[config.mk]
export PLATFORM = sky130hd
export DESIGN_NAME = counting_sort_by_key
export DESIGN_NICKNAME = d
export VERILOG_FILES = /design/src/csort_pkg.sv /design/src/counting_sort_by_key.sv /design/src/csort_ram.sv /design/src/csort_ctrl.sv /design/src/csort_dp.sv
export VERILOG_INCLUDE_DIRS = /design/src /design/src/src
export SDC_FILE = /design/constraint.sdc
export NUM_CORES = 2
export LEC_CHECK = 0
export BUFFER_PORTS_ARGS = -buffer_cell sky130_fd_sc_hd__buf_2
export CORE_MARGIN = 1
export CORE_UTILIZATION = 50
export DETAILED_ROUTE_END_ITERATION = 16
export GPL_TIMING_DRIVEN = 0
export PLACE_DENSITY_LB_ADDON = 0.12
export SYNTH_ARGS = -nofsm -noshare
export SYNTH_HDL_FRONTEND = slang
export SYNTH_SLANG_ARGS = --single-unit
[constraint.sdc]
create_clock -name clk -period 6.3 [get_ports clk]
set_input_delay 0.315 -clock clk [delete_from_list [all_inputs] [get_ports clk]]
set_output_delay 0.315 -clock clk [all_outputs]
set_load 0.005 [all_outputs]
[src/counting_sort_by_key_assert.svh]
// Assertion macros for the counting sort block.
`ifndef COUNTING_SORT_BY_KEY_ASSERT_SVH
`define COUNTING_SORT_BY_KEY_ASSERT_SVH

// Same-cycle implication, checked outside reset.
`define CSORT_ASSERT_NOW(label, ante, cons) \
    label: assert property (@(posedge clk) disable iff (!rst_n) (ante) |-> (cons)) \
        else $error("counting sort: same-cycle check failed");

// Next-cycle implication, checked outside reset.
`define CSORT_ASSERT_NEXT(label, ante, cons) \
    label: assert property (@(posedge clk) disable iff (!rst_n) (ante) |=> (cons)) \
        else $error("counting sort: next-cycle check failed");

`endif

[src/csort_pkg.sv]
package csort_pkg;

    localparam int MAX_KEY     = 100;
    localparam int MAX_RECORDS = 64;

    localparam int KEY_W    = 7;
    localparam int HANDLE_W = 16;
    localparam int REC_W    = KEY_W + HANDLE_W;
    localparam int TDATA_W  = ((REC_W + 7) / 8) * 8;

    localparam int KEY_AW = $clog2(MAX_KEY + 1);
    localparam int IDX_W  = $clog2(MAX_RECORDS);
    localparam int CNT_W  = $clog2(MAX_RECORDS + 1);

    typedef struct packed {
        logic [HANDLE_W-1:0] handle;
        logic [KEY_W-1:0]    key;
    } rec_t;

    typedef enum logic [2:0] {
        IDX_HOLD,
        IDX_CLR,
        IDX_INC,
        IDX_DEC,
        IDX_TOP
    } idx_op_t;

    typedef enum logic [1:0] {
        CNT_RD_NONE,
        CNT_RD_K,
        CNT_RD_KEY
    } cnt_rd_t;

    typedef enum logic [2:0] {
        CNT_WR_NONE,
        CNT_WR_ZERO,
        CNT_WR_INC,
        CNT_WR_PFX,
        CNT_WR_DEC
    } cnt_wr_t;

    typedef struct packed {
        logic    load;
        logic    batch_done;
        idx_op_t idx_op;
        logic    k_clr;
        logic    k_inc;
        logic    in_rd;
        logic    rec_hold;
        cnt_rd_t cnt_rd;
        cnt_wr_t cnt_wr;
        logic    out_wr;
        logic    out_rd;
        logic    emit_ld;
    } cmd_t;

    typedef struct packed {
        logic load_full;
        logic idx_first;
        logic idx_last;
        logic k_last;
    } status_t;

endpackage

[src/counting_sort_by_key.sv]
// Operation: a batch of n records loads at one word per cycle; after the closing word the
// block clears the count table, then counts keys, builds prefix sums and places records
// through read-modify-write of the count table, and emits the records in key order.
// Each sorted word is read from the output store, loaded into the output register and held
// until m_tready; no new batch is accepted until the last sorted word has been taken.
// Reset (rst_n low, asynchronous): load count cleared, loading phase, ready to take input.
module counting_sort_by_key (
    input  logic                          clk,
    input  logic                          rst_n,
    input  logic                          s_tvalid,
    output logic                          s_tready,
    input  logic [csort_pkg::TDATA_W-1:0] s_tdata,  // [6:0] sort_key, [22:7] record_handle
    input  logic                          s_tlast,
    output logic                          m_tvalid,
    input  logic                          m_tready,
    output logic [csort_pkg::TDATA_W-1:0] m_tdata,  // [6:0] sorted_key, [22:7] sorted_handle
    output logic                          m_tlast
);

    csort_pkg::cmd_t    cmd;
    csort_pkg::status_t status;

    csort_ctrl u_ctrl (
        .clk      (clk),
        .rst_n    (rst_n),
        .s_tvalid (s_tvalid),
        .s_tlast  (s_tlast),
        .s_tready (s_tready),
        .m_tvalid (m_tvalid),
        .m_tready (m_tready),
        .status   (status),
        .cmd      (cmd)
    );

    csort_dp u_dp (
        .clk     (clk),
        .rst_n   (rst_n),
        .cmd     (cmd),
        .s_tdata (s_tdata),
        .status  (status),
        .m_tdata (m_tdata),
        .m_tlast (m_tlast)
    );

`include "counting_sort_by_key_assert.svh"

    `CSORT_ASSERT_NOW(a_load_excludes_emit, s_tready, !m_tvalid)
    `CSORT_ASSERT_NEXT(a_last_closes_load, s_tvalid && s_tready && s_tlast, !s_tready)
    `CSORT_ASSERT_NEXT(a_end_reopens_load, m_tvalid && m_tready && m_tlast, s_tready)

endmodule

[src/csort_ram.sv]
module csort_ram #(
    parameter int WIDTH = 8,
    parameter int DEPTH = 16
) (
    input  logic                     clk,
    input  logic                     wr_en,
    input  logic [$clog2(DEPTH)-1:0] wr_addr,
    input  logic [WIDTH-1:0]         wr_data,
    input  logic                     rd_en,
    input  logic [$clog2(DEPTH)-1:0] rd_addr,
    output logic [WIDTH-1:0]         rd_data
);

    logic [WIDTH-1:0] mem [DEPTH];

    always_ff @(posedge clk)
    begin
        if (wr_en)
        begin
            mem[wr_addr] <= wr_data;
        end
        if (rd_en)
        begin
            rd_data <= mem[rd_addr];
        end
    end

endmodule

[src/csort_ctrl.sv]
module csort_ctrl (
    input  logic               clk,
    input  logic               rst_n,
    input  logic               s_tvalid,
    input  logic               s_tlast,
    output logic               s_tready,
    output logic               m_tvalid,
    input  logic               m_tready,
    input  csort_pkg::status_t status,
    output csort_pkg::cmd_t    cmd
);

    typedef enum logic [3:0] {
        ST_LOAD,
        ST_CLEAR,
        ST_COUNT_RD,
        ST_COUNT_KEY,
        ST_COUNT_WR,
        ST_PFX_RD,
        ST_PFX_WR,
        ST_PLACE_RD,
        ST_PLACE_KEY,
        ST_PLACE_WR,
        ST_EMIT_RD,
        ST_EMIT_LD,
        ST_EMIT_HOLD
    } state_t;

    state_t state_reg, state_next;
    logic   s_tready_reg, s_tready_next;
    logic   m_tvalid_reg, m_tvalid_next;

    always_comb
    begin
        state_next    = state_reg;
        s_tready_next = s_tready_reg;
        m_tvalid_next = m_tvalid_reg;
        cmd           = '0;
        case (state_reg)
            ST_LOAD:
            begin
                if (s_tvalid && s_tready_reg)
                begin
                    cmd.load = 1'b1;
                    if (s_tlast || status.load_full)
                    begin
                        cmd.k_clr     = 1'b1;
                        s_tready_next = 1'b0;
                        state_next    = ST_CLEAR;
                    end
                end
            end
            ST_CLEAR:
            begin
                cmd.cnt_wr = csort_pkg::CNT_WR_ZERO;
                cmd.k_inc  = 1'b1;
                if (status.k_last)
                begin
                    cmd.idx_op = csort_pkg::IDX_CLR;
                    state_next = ST_COUNT_RD;
                end
            end
            ST_COUNT_RD:
            begin
                cmd.in_rd  = 1'b1;
                state_next = ST_COUNT_KEY;
            end
            ST_COUNT_KEY:
            begin
                cmd.cnt_rd   = csort_pkg::CNT_RD_KEY;
                cmd.rec_hold = 1'b1;
                state_next   = ST_COUNT_WR;
            end
            ST_COUNT_WR:
            begin
                cmd.cnt_wr = csort_pkg::CNT_WR_INC;
                if (status.idx_last)
                begin
                    cmd.k_clr  = 1'b1;
                    state_next = ST_PFX_RD;
                end
                else
                begin
                    cmd.idx_op = csort_pkg::IDX_INC;
                    state_next = ST_COUNT_RD;
                end
            end
            ST_PFX_RD:
            begin
                cmd.cnt_rd = csort_pkg::CNT_RD_K;
                state_next = ST_PFX_WR;
            end
            ST_PFX_WR:
            begin
                cmd.cnt_wr = csort_pkg::CNT_WR_PFX;
                if (status.k_last)
                begin
                    cmd.idx_op = csort_pkg::IDX_TOP;
                    state_next = ST_PLACE_RD;
                end
                else
                begin
                    cmd.k_inc  = 1'b1;
                    state_next = ST_PFX_RD;
                end
            end
            ST_PLACE_RD:
            begin
                cmd.in_rd  = 1'b1;
                state_next = ST_PLACE_KEY;
            end
            ST_PLACE_KEY:
            begin
                cmd.cnt_rd   = csort_pkg::CNT_RD_KEY;
                cmd.rec_hold = 1'b1;
                state_next   = ST_PLACE_WR;
            end
            ST_PLACE_WR:
            begin
                // place the record just below its running slot and pull the slot down
                cmd.cnt_wr = csort_pkg::CNT_WR_DEC;
                cmd.out_wr = 1'b1;
                if (status.idx_first)
                begin
                    cmd.idx_op = csort_pkg::IDX_CLR;
                    state_next = ST_EMIT_RD;
                end
                else
                begin
                    cmd.idx_op = csort_pkg::IDX_DEC;
                    state_next = ST_PLACE_RD;
                end
            end
            ST_EMIT_RD:
            begin
                cmd.out_rd = 1'b1;
                state_next = ST_EMIT_LD;
            end
            ST_EMIT_LD:
            begin
                cmd.emit_ld   = 1'b1;
                m_tvalid_next = 1'b1;
                state_next    = ST_EMIT_HOLD;
            end
            ST_EMIT_HOLD:
            begin
                if (m_tready)
                begin
                    m_tvalid_next = 1'b0;
                    if (status.idx_last)
                    begin
                        cmd.batch_done = 1'b1;
                        s_tready_next  = 1'b1;
                        state_next     = ST_LOAD;
                    end
                    else
                    begin
                        cmd.idx_op = csort_pkg::IDX_INC;
                        state_next = ST_EMIT_RD;
                    end
                end
            end
            default:
            begin
                state_next    = ST_LOAD;
                s_tready_next = 1'b1;
                m_tvalid_next = 1'b0;
            end
        endcase
    end

    always_ff @(posedge clk or negedge rst_n)
    begin
        if (!rst_n)
        begin
            state_reg    <= ST_LOAD;
            s_tready_reg <= 1'b1;
            m_tvalid_reg <= 1'b0;
        end
        else
        begin
            state_reg    <= state_next;
            s_tready_reg <= s_tready_next;
            m_tvalid_reg <= m_tvalid_next;
        end
    end

    assign s_tready = s_tready_reg;
    assign m_tvalid = m_tvalid_reg;

endmodule

[src/csort_dp.sv]
module csort_dp (
    input  logic                            clk,
    input  logic                            rst_n,
    input  csort_pkg::cmd_t                 cmd,
    input  logic [csort_pkg::TDATA_W-1:0]   s_tdata,
    output csort_pkg::status_t              status,
    output logic [csort_pkg::TDATA_W-1:0]   m_tdata,
    output logic                            m_tlast
);

    localparam int KW  = csort_pkg::KEY_W;
    localparam int HW  = csort_pkg::HANDLE_W;
    localparam int RW  = csort_pkg::REC_W;
    localparam int DW  = csort_pkg::TDATA_W;
    localparam int KAW = csort_pkg::KEY_AW;
    localparam int IW  = csort_pkg::IDX_W;
    localparam int CW  = csort_pkg::CNT_W;

    logic [CW-1:0]   load_cnt_reg, load_cnt_next;
    logic [IW-1:0]   idx_reg, idx_next;
    logic [KAW-1:0]  k_reg, k_next;
    logic [CW-1:0]   acc_reg, acc_next;
    csort_pkg::rec_t rec_reg;
    logic [DW-1:0]   m_tdata_reg;
    logic            m_tlast_reg;

    csort_pkg::rec_t in_rec;
    csort_pkg::rec_t in_rdata;
    csort_pkg::rec_t out_rdata;
    logic [KW-1:0]   key_sat;
    logic [CW-1:0]   cnt_rdata;
    logic [CW-1:0]   pfx_sum;
    logic [KAW-1:0]  cnt_rd_addr;
    logic            cnt_wr_en;
    logic [KAW-1:0]  cnt_wr_addr;
    logic [CW-1:0]   cnt_wr_data;
    logic [CW-1:0]   slot_below;

    // saturate the key on arrival
    always_comb
    begin
        if (int'(s_tdata[KW-1:0]) > csort_pkg::MAX_KEY)
        begin
            key_sat = KW'(csort_pkg::MAX_KEY);
        end
        else
        begin
            key_sat = s_tdata[KW-1:0];
        end
        in_rec.key    = key_sat;
        in_rec.handle = s_tdata[KW+HW-1:KW];
    end

    csort_ram #(
        .WIDTH (RW),
        .DEPTH (csort_pkg::MAX_RECORDS)
    ) u_in_store (
        .clk     (clk),
        .wr_en   (cmd.load),
        .wr_addr (load_cnt_reg[IW-1:0]),
        .wr_data (in_rec),
        .rd_en   (cmd.in_rd),
        .rd_addr (idx_reg),
        .rd_data (in_rdata)
    );

    assign pfx_sum    = acc_reg + cnt_rdata;
    assign slot_below = cnt_rdata - CW'(1);

    always_comb
    begin
        if (cmd.cnt_rd == csort_pkg::CNT_RD_KEY)
        begin
            cnt_rd_addr = KAW'(in_rdata.key);
        end
        else
        begin
            cnt_rd_addr = k_reg;
        end
    end

    always_comb
    begin
        cnt_wr_en   = 1'b1;
        cnt_wr_addr = k_reg;
        cnt_wr_data = '0;
        case (cmd.cnt_wr)
            csort_pkg::CNT_WR_ZERO:
            begin
                cnt_wr_addr = k_reg;
                cnt_wr_data = '0;
            end
            csort_pkg::CNT_WR_INC:
            begin
                cnt_wr_addr = KAW'(rec_reg.key);
                cnt_wr_data = cnt_rdata + CW'(1);
            end
            csort_pkg::CNT_WR_PFX:
            begin
                cnt_wr_addr = k_reg;
                cnt_wr_data = pfx_sum;
            end
            csort_pkg::CNT_WR_DEC:
            begin
                cnt_wr_addr = KAW'(rec_reg.key);
                cnt_wr_data = slot_below;
            end
            default:
            begin
                cnt_wr_en = 1'b0;
            end
        endcase
    end

    csort_ram #(
        .WIDTH (CW),
        .DEPTH (csort_pkg::MAX_KEY + 1)
    ) u_count_table (
        .clk     (clk),
        .wr_en   (cnt_wr_en),
        .wr_addr (cnt_wr_addr),
        .wr_data (cnt_wr_data),
        .rd_en   (cmd.cnt_rd != csort_pkg::CNT_RD_NONE),
        .rd_addr (cnt_rd_addr),
        .rd_data (cnt_rdata)
    );

    csort_ram #(
        .WIDTH (RW),
        .DEPTH (csort_pkg::MAX_RECORDS)
    ) u_out_store (
        .clk     (clk),
        .wr_en   (cmd.out_wr),
        .wr_addr (slot_below[IW-1:0]),
        .wr_data (rec_reg),
        .rd_en   (cmd.out_rd),
        .rd_addr (idx_reg),
        .rd_data (out_rdata)
    );

    always_comb
    begin
        status.load_full = (load_cnt_reg == CW'(csort_pkg::MAX_RECORDS - 1));
        status.idx_first = (idx_reg == '0);
        status.idx_last  = ((CW'(idx_reg) + CW'(1)) == load_cnt_reg);
        status.k_last    = (k_reg == KAW'(csort_pkg::MAX_KEY));
    end

    always_comb
    begin
        load_cnt_next = load_cnt_reg;
        if (cmd.batch_done)
        begin
            load_cnt_next = '0;
        end
        else if (cmd.load)
        begin
            load_cnt_next = load_cnt_reg + CW'(1);
        end

        idx_next = idx_reg;
        case (cmd.idx_op)
            csort_pkg::IDX_CLR:  idx_next = '0;
            csort_pkg::IDX_INC:  idx_next = idx_reg + IW'(1);
            csort_pkg::IDX_DEC:  idx_next = idx_reg - IW'(1);
            csort_pkg::IDX_TOP:  idx_next = IW'(load_cnt_reg - CW'(1));
            default:             idx_next = idx_reg;
        endcase

        k_next   = k_reg;
        acc_next = acc_reg;
        if (cmd.k_clr)
        begin
            k_next   = '0;
            acc_next = '0;
        end
        else if (cmd.k_inc)
        begin
            k_next = k_reg + KAW'(1);
        end
        if (cmd.cnt_wr == csort_pkg::CNT_WR_PFX)
        begin
            acc_next = pfx_sum;
        end
    end

    always_ff @(posedge clk or negedge rst_n)
    begin
        if (!rst_n)
        begin
            load_cnt_reg <= '0;
            idx_reg      <= '0;
            k_reg        <= '0;
            acc_reg      <= '0;
        end
        else
        begin
            load_cnt_reg <= load_cnt_next;
            idx_reg      <= idx_next;
            k_reg        <= k_next;
            acc_reg      <= acc_next;
        end
    end

    always_ff @(posedge clk)
    begin
        if (cmd.rec_hold)
        begin
            rec_reg <= in_rdata;
        end
        if (cmd.emit_ld)
        begin
            m_tdata_reg <= DW'(out_rdata);
            m_tlast_reg <= status.idx_last;
        end
    end

    assign m_tdata = m_tdata_reg;
    assign m_tlast = m_tlast_reg;

endmodule
### Word level (Yosys, flattened, before mapping)

Memories as Yosys holds them, arrays and structs flattened. A register that Yosys moved wholly into a read port is not among the register bits.
Index checks and enable logic that the tools add are counted.

* bits of input ports: 29
* word-level logic and storage cells: 129
* memory bits (writable): 3651
* bits in registers: 80
* memories: 3
* output and inout port bits: 27

Memory list
* u_dp.u_in_store.mem: words 64, bits a word 23, rd ports 1, clocked after Yosys merged registers in 1, wr ports 1, RTL line csort_ram.sv:14 `logic [WIDTH-1:0] mem [DEPTH];`
* u_dp.u_out_store.mem: words 64, bits a word 23, rd ports 1, clocked after Yosys merged registers in 1, wr ports 1, RTL line csort_ram.sv:14
* u_dp.u_count_table.mem: words 101, bits a word 7, rd ports 1, clocked after Yosys merged registers in 1, wr ports 1, RTL line csort_ram.sv:14

* magnitude comparators: 1
* reduce and logical (&&, ||, !) cells: 18
* bitwise logic cells: 2
* add/subtract/negate cells: 9
* muxes and demuxes: 56
* equality and inequality tests: 29

Operators by type and width (count)
* 2-to-1 mux 7 bit: 9
* one-hot mux 4 bit (13 select lines): 1
* 2-to-1 mux 4 bit: 7
* 2-to-1 mux 1 bit: 25
* one-hot mux 6 bit (4 select lines): 1
* OR reduction 11 bit: 2
* adder 7 x 1 -> 7 bit, second input constant: 3
* one-hot mux 7 bit (3 select lines): 1
* equality test 4 bit, second input constant: 5
* equality test 4 x 3 -> 1 bit, second input constant: 4
* one-hot mux 3 bit (5 select lines): 1
* equality test 3 x 2 -> 1 bit, second input constant: 4
* one-hot mux 3 bit (4 select lines): 1
* subtractor 6 x 1 -> 6 bit, second input constant: 2
* equality test 4 x 2 -> 1 bit, second input constant: 2
* nonzero test 2 bit: 4
* adder 6 x 1 -> 7 bit, second input constant: 1
* adder 7 bit: 1
* equality test 7 x 6 -> 1 bit, second input constant: 1
* equality test 7 bit: 1
* equality test 7 bit, second input constant: 1
* > comparator 7 bit, second input constant: 1
* subtractor 7 x 1 -> 7 bit, second input constant: 1
* adder 6 x 1 -> 6 bit, second input constant: 1
* other kinds (22): 35

### Depth between registers and ports, before layout

* word-level depth: 7
* depth in mapped cells: 15

### Modules after synthesis

From an unflattened synthesis, not the netlist that was laid out.

* cell total of the unflattened synthesis: 6783
* area total of the unflattened synthesis: 146690.7 um2

Modules (own cells, without submodules)
* csort_ram at u_dp.u_in_store ...: area an instance 56950.9 um2, times used 2, cells an instance 2446
* csort_ram at u_dp.u_count_table: area an instance 28096.9 um2, times used 1, cells an instance 1429
* csort_dp: area an instance 4032.6 um2, times used 1, cells an instance 370
* csort_ctrl: area an instance 659.4 um2, times used 1, cells an instance 92

### Worst setup path before layout

OpenSTA, ideal clock, no wires.

* kind: register to register
* start: reg u_ctrl.state_reg[0]
* end: mem u_dp.u_count_table.mem[0][3] in the netlist's numbering, data pin
* period minus slack after synthesis: 6.601 ns
* path slack: -0.301 ns
* library setup time: 0.988 ns
* cell stages (with the launch flop): 8
* buffers on the path: 2
* arrival: 5.614 ns
* cells stage by stage: dfrtp_1 > clkbuf_1 > clkbuf_1 > nor2b_1 > nand3_1 > nor2_1 > a311oi_1 > o21ai_0

* cells in the longest elaborated chain, start to end: 4
* elaborated cells on any way between the ends: 9
* those cells by class: 7 x eq/ne; 2 x mux

RTL lines
* from (decl): RTL line csort_ctrl.sv:29 `state_t state_reg, state_next;`
* from (signal assigned): RTL line csort_ctrl.sv:182 `state_reg <= state_next;`
* equality test 4 bit, or another cell as far along: RTL line csort_ctrl.sv:39 `case (state_reg)`
* one-hot mux 3 bit (4 select lines) *: RTL line csort_ctrl.sv:39
* equality test 3 bit or equality test 3 x 2 -> 1 bit (tied branches): RTL line csort_dp.sv:87 `case (cmd.cnt_wr)`
* one-hot mux 7 bit (3 select lines) *: RTL line csort_dp.sv:87
* via u_dp.cnt_wr_data[3]: RTL line csort_dp.sv:36 `logic [CW-1:0] cnt_wr_data;`
* to (decl): RTL line csort_ram.sv:14

Mark *: on every way through the listed nets, which the timed path passes. The rest lies on a longest branch.

==> results.rst <==
.. list-table::
   :header-rows: 1

   * - Metric
     - Value
   * - Post-synthesis sequential area ratio
     - 77.0%
   * - Dominant register cell in the synthesized netlist
     - sky130_fd_sc_hd__edfxtp_1
   * - Multiplexer share of the synthesized area
     - 16.5%
   * - DP Wirelength
     - 277000 µm
   * - Via density per instance
     - 6.49
   * - TritonCTS clock tree
     - done
   * - Post-route antenna net violation count
     - 0
   * - Gate Count Post-Synth
     - 6525
   * - Register bit total from synthesis
     - 3681
   * - Type of element capturing the critical path
     - register
   * - Syn-to-layout area delta
     - 15.5%
   * - Proportion of synthesized flip-flops having asynchronous set or reset
     - 0.869%
   * - Weighted congestion reported at the end of routability-driven placement
     - 0.910
   * - Period minus WS final
     - 6.01 ns
   * - Final-report max-slew violation count
     - 11
   * - Number of antenna violations at the first check in global routing
     - 32
   * - Syn nets
     - 6568
   * - Pin slew with the least headroom to its limit
     - 1.53 ns
   * - Slew Limit Headroom
     - -1.85%
   * - Clock Root Buffer
     - sky130_fd_sc_hd__clkbuf_16
   * - Number of nets in the layout
     - 7175
   * - Core area
     - 285000 µm²
   * - Leakage
     - 54.2 nW
   * - Type of the worst setup path
     - register to register
   * - Critical Path Start Type
     - register
   * - Synth Area in Simple Gates
     - 2.25%
   * - MaxCap Viol Count
     - 1
   * - Worst Hold Margin
     - 0.0467 ns
   * - Xor/xnor cell area share of the yosys netlist
     - 0.260%
   * - Total die area
     - 289000 µm²
   * - Commonest non-fill, non-tap cells in the layout
     - sky130_fd_sc_hd__edfxtp_1, sky130_fd_sc_hd__mux4_2, sky130_fd_sc_hd__clkbuf_16, sky130_fd_sc_hd__clkbuf_1, sky130_fd_sc_hd__nand2_1
   * - Biggest regs
     - u_dp.u_in_store.mem: 1472 flops, u_dp.u_out_store.mem: 1472 flops, u_dp.u_count_table.mem: 606 flops
   * - Insertion delay of the later-clocked pin in the worst-skew pair
     - 0.94 ns
   * - Post-Synth Adder-Cell Area
     - 0.127%
   * - Synth top area share
     - 76.5%
   * - Layout Skew
     - 0.0469 ns
   * - Compound-gate portion of the synthesized area
     - 2.59%
   * - Starting Density
     - 50.3%
   * - Path type of the worst min-delay path
     - input port to register
   * - Vertical extent of the die
     - 537 µm
   * - Die Span X
     - 537 µm
   * - Overall via count from detail_route
     - 72800
   * - Post-CTS setup buffer count
     - 0
   * - Number of I/O port buffers
     - 53
   * - Number of sinks handled by clock tree synthesis
     - 3681
   * - Wire length of the first global-routing pass
     - 567000 µm
   * - Total number of H-tree levels
     - 5
   * - Fraction of the core area covered by cells at the end of the flow
     - 58.0%
   * - Maximum number of pins on one net before global-route repair
     - 65
   * - Worst vdd ir
     - 0.278 mV
   * - Ranking of synthesized cells by area
     - sky130_fd_sc_hd__edfxtp_1, sky130_fd_sc_hd__mux4_2, sky130_fd_sc_hd__mux2i_1
   * - Remaining DRCs
     - 0
   * - Total congestion overflow
     - 0
   * - Number of warnings reported in the yosys synthesis log
     - 0
   * - Result of the run
     - finished, violations left
   * - Violation count after the first detailed-routing iteration
     - 10700
   * - Top cell type by total area after synthesis
     - sky130_fd_sc_hd__edfxtp_1
   * - Global router's overall resource usage
     - 28.6%
   * - Setup repair after global routing missed its margin
     - no
   * - Required time at the endpoint of the critical path
     - 7.06 ns
   * - Total detailed-routing wirelength
     - 411000 µm
   * - Final Hold Fails
     - 0
   * - Number of optimization iterations in the first detailed-route pass
     - 7
   * - Violations in the final reports
     - capacitance limit, slew limit
   * - Largest fanout on the critical path
     - 10
   * - Clock Pin Slew Worst Setup and Hold Paths
     - 0.06 ns
   * - EDFF count, synth
     - 3649
   * - Arrival time worst endpoint
     - 6.77 ns
   * - I/O pin total
     - 56
   * - Average cell area after synthesis
     - 22.0 µm²
   * - Leading cell type in the layout, fill and taps excluded
     - sky130_fd_sc_hd__edfxtp_1
   * - Synth Cell Area
     - 143000 µm²
   * - Synth cell types
     - 90
   * - Clock buffers created by TritonCTS
     - 375
   * - Setup violators final
     - 0
   * - Number of standard-cell rows in the floorplan
     - 196
   * - Clock buffer depth
     - 4
   * - Routed wire length per instance
     - 36.6 µm
   * - Power per cell area
     - 295 nW/µm²
   * - Vias in the first global route
     - 71400
   * - Dominant combinational cell family by area after synthesis
     - multiplexers
   * - Ratio of final minimum period to clock period
     - 95.5%
   * - Upper clock frequency limit
     - 166 MHz
   * - Proportion of layout cells with a drive suffix above 1
     - 27.7%
-- area by class of cell --
type                       count  area [µm²]
tap                         3762        4710
timing repair buffer         230        4290
antenna                       20        50.0
clock inverter               206        2020
sequential                  3681      110000
clock buffer                 472        9990
fill                       20600      120000
inverter                      61         229
buffer                       380        1680
multi-input combinational   2403       32200
-- what timing repair did --
action	CTS	global route
endpoints found under the hold margin	91	0
hold buffers	5	0
gates resized for setup	0	0
-- final timing paths --
kind | slack (ns) | end | startpoint | cells past startpoint
worst max-delay path | 0.29 | u_dp.load_cnt_reg[0]$_DFFE_PN0P_ | u_dp.idx_reg[1]$_DFFE_PN0P_ | 12
worst min-delay path | 0.05 | u_dp.u_in_store.mem[30][10]$_DFFE_PP_ | s_tdata[10] | 1
worst max register to register | 0.29 | u_dp.load_cnt_reg[0]$_DFFE_PN0P_ | u_dp.idx_reg[1]$_DFFE_PN0P_ | 12
worst min register to register | 0.41 | u_dp.rec_reg[7]$_DFFE_PP_ | u_dp.u_in_store.rd_data[7]$_DFFE_PP_ | 0
max in group asynchronous | 5.44 | u_dp.acc_reg[3]$_DFFE_PN0P_ | rst_n | 2
min in group asynchronous | 0.23 | u_ctrl.m_tvalid$_DFFE_PN0P_ | rst_n | 2
-- worst max-delay path: stages, from the launching register on --
cell and delay [ns]:
sky130_fd_sc_hd__dfrtp_1 0.44, sky130_fd_sc_hd__clkbuf_1 1.14, sky130_fd_sc_hd__clkbuf_1 0.92, sky130_fd_sc_hd__clkbuf_1 0.68
sky130_fd_sc_hd__inv_1 0.10, sky130_fd_sc_hd__ha_1 0.33, sky130_fd_sc_hd__xor2_1 0.15, sky130_fd_sc_hd__nor4_1 0.36
sky130_fd_sc_hd__o2111ai_1 0.36, sky130_fd_sc_hd__inv_1 0.27, sky130_fd_sc_hd__nand2_1 0.14, sky130_fd_sc_hd__nor3_1 0.83
sky130_fd_sc_hd__nor2_1 0.11
-- per-layer routing --
metal | track usage [%] | part of all wire (%) | routed length (µm)
met1 | 41.7 | 40 | 166000
met2 | 44.3 | 47 | 191000
met3 | 6.07 | 10 | 41300
met4 | 7.63 | 3.0 | 12100
met5 | 0.115 | 0.027 | 112
-- report_power, final --
group | internal [mW] | switching (mW)
clock network | 12.6 | 9.37
registers | 26.7 | 0
logic | 0.0210 | 0.192
total | 39.3 | 9.56
-- metrics by stage --
step | setup slack (ns) | instances | cell area (µm²) | total power, mW | setup TNS [ns]
after floorplan | 1.27 | 6525 | 143000 | 27.2 | 0
after global placement | -3.62 | 10300 | 148000 | 27.4 | -1284.04
after detailed placement | 0.515 | 10500 | 153000 | 27.4 | 0
after CTS | 0.490 | 11200 | 165000 | 49.0 | 0
after global routing | 0.125 | 11200 | 165000 | 49.9 | 0
final | 0.286 | 11200 | 166000 | 48.8 | 0
-- Yosys cell counts, drive strengths merged, types with 12 or more instances --
library cell  number
a31oi             21
o31ai             13
o2111a            22
o211ai            67
ha                13
nor3              22
inv               60
o2111ai           47
nand4             12
a311oi            12
mux2i            142
a22o              15
nor2             298
nor2b             12
edfxtp          3649
and2              21
nand3             83
xnor2             29
mux4             966
a22oi             27
clkbuf           220
nand2            223
a21oi             64
a211oi            39
a211o             15
buf              160
mux2              36
dfrtp             31
o21ai             35
a221o             24
-- cell families after synthesis --
kind of cell	Yosys count
multiplexers	1144
other	1
AND/OR/NAND/NOR	725
flip-flops	3681
adder cells (fa/ha/maj)	14
buffers and inverters	441
XOR/XNOR	41
AO/OA/AOI/OAI	478
No activity file was read; power rests on OpenSTA's default activity.
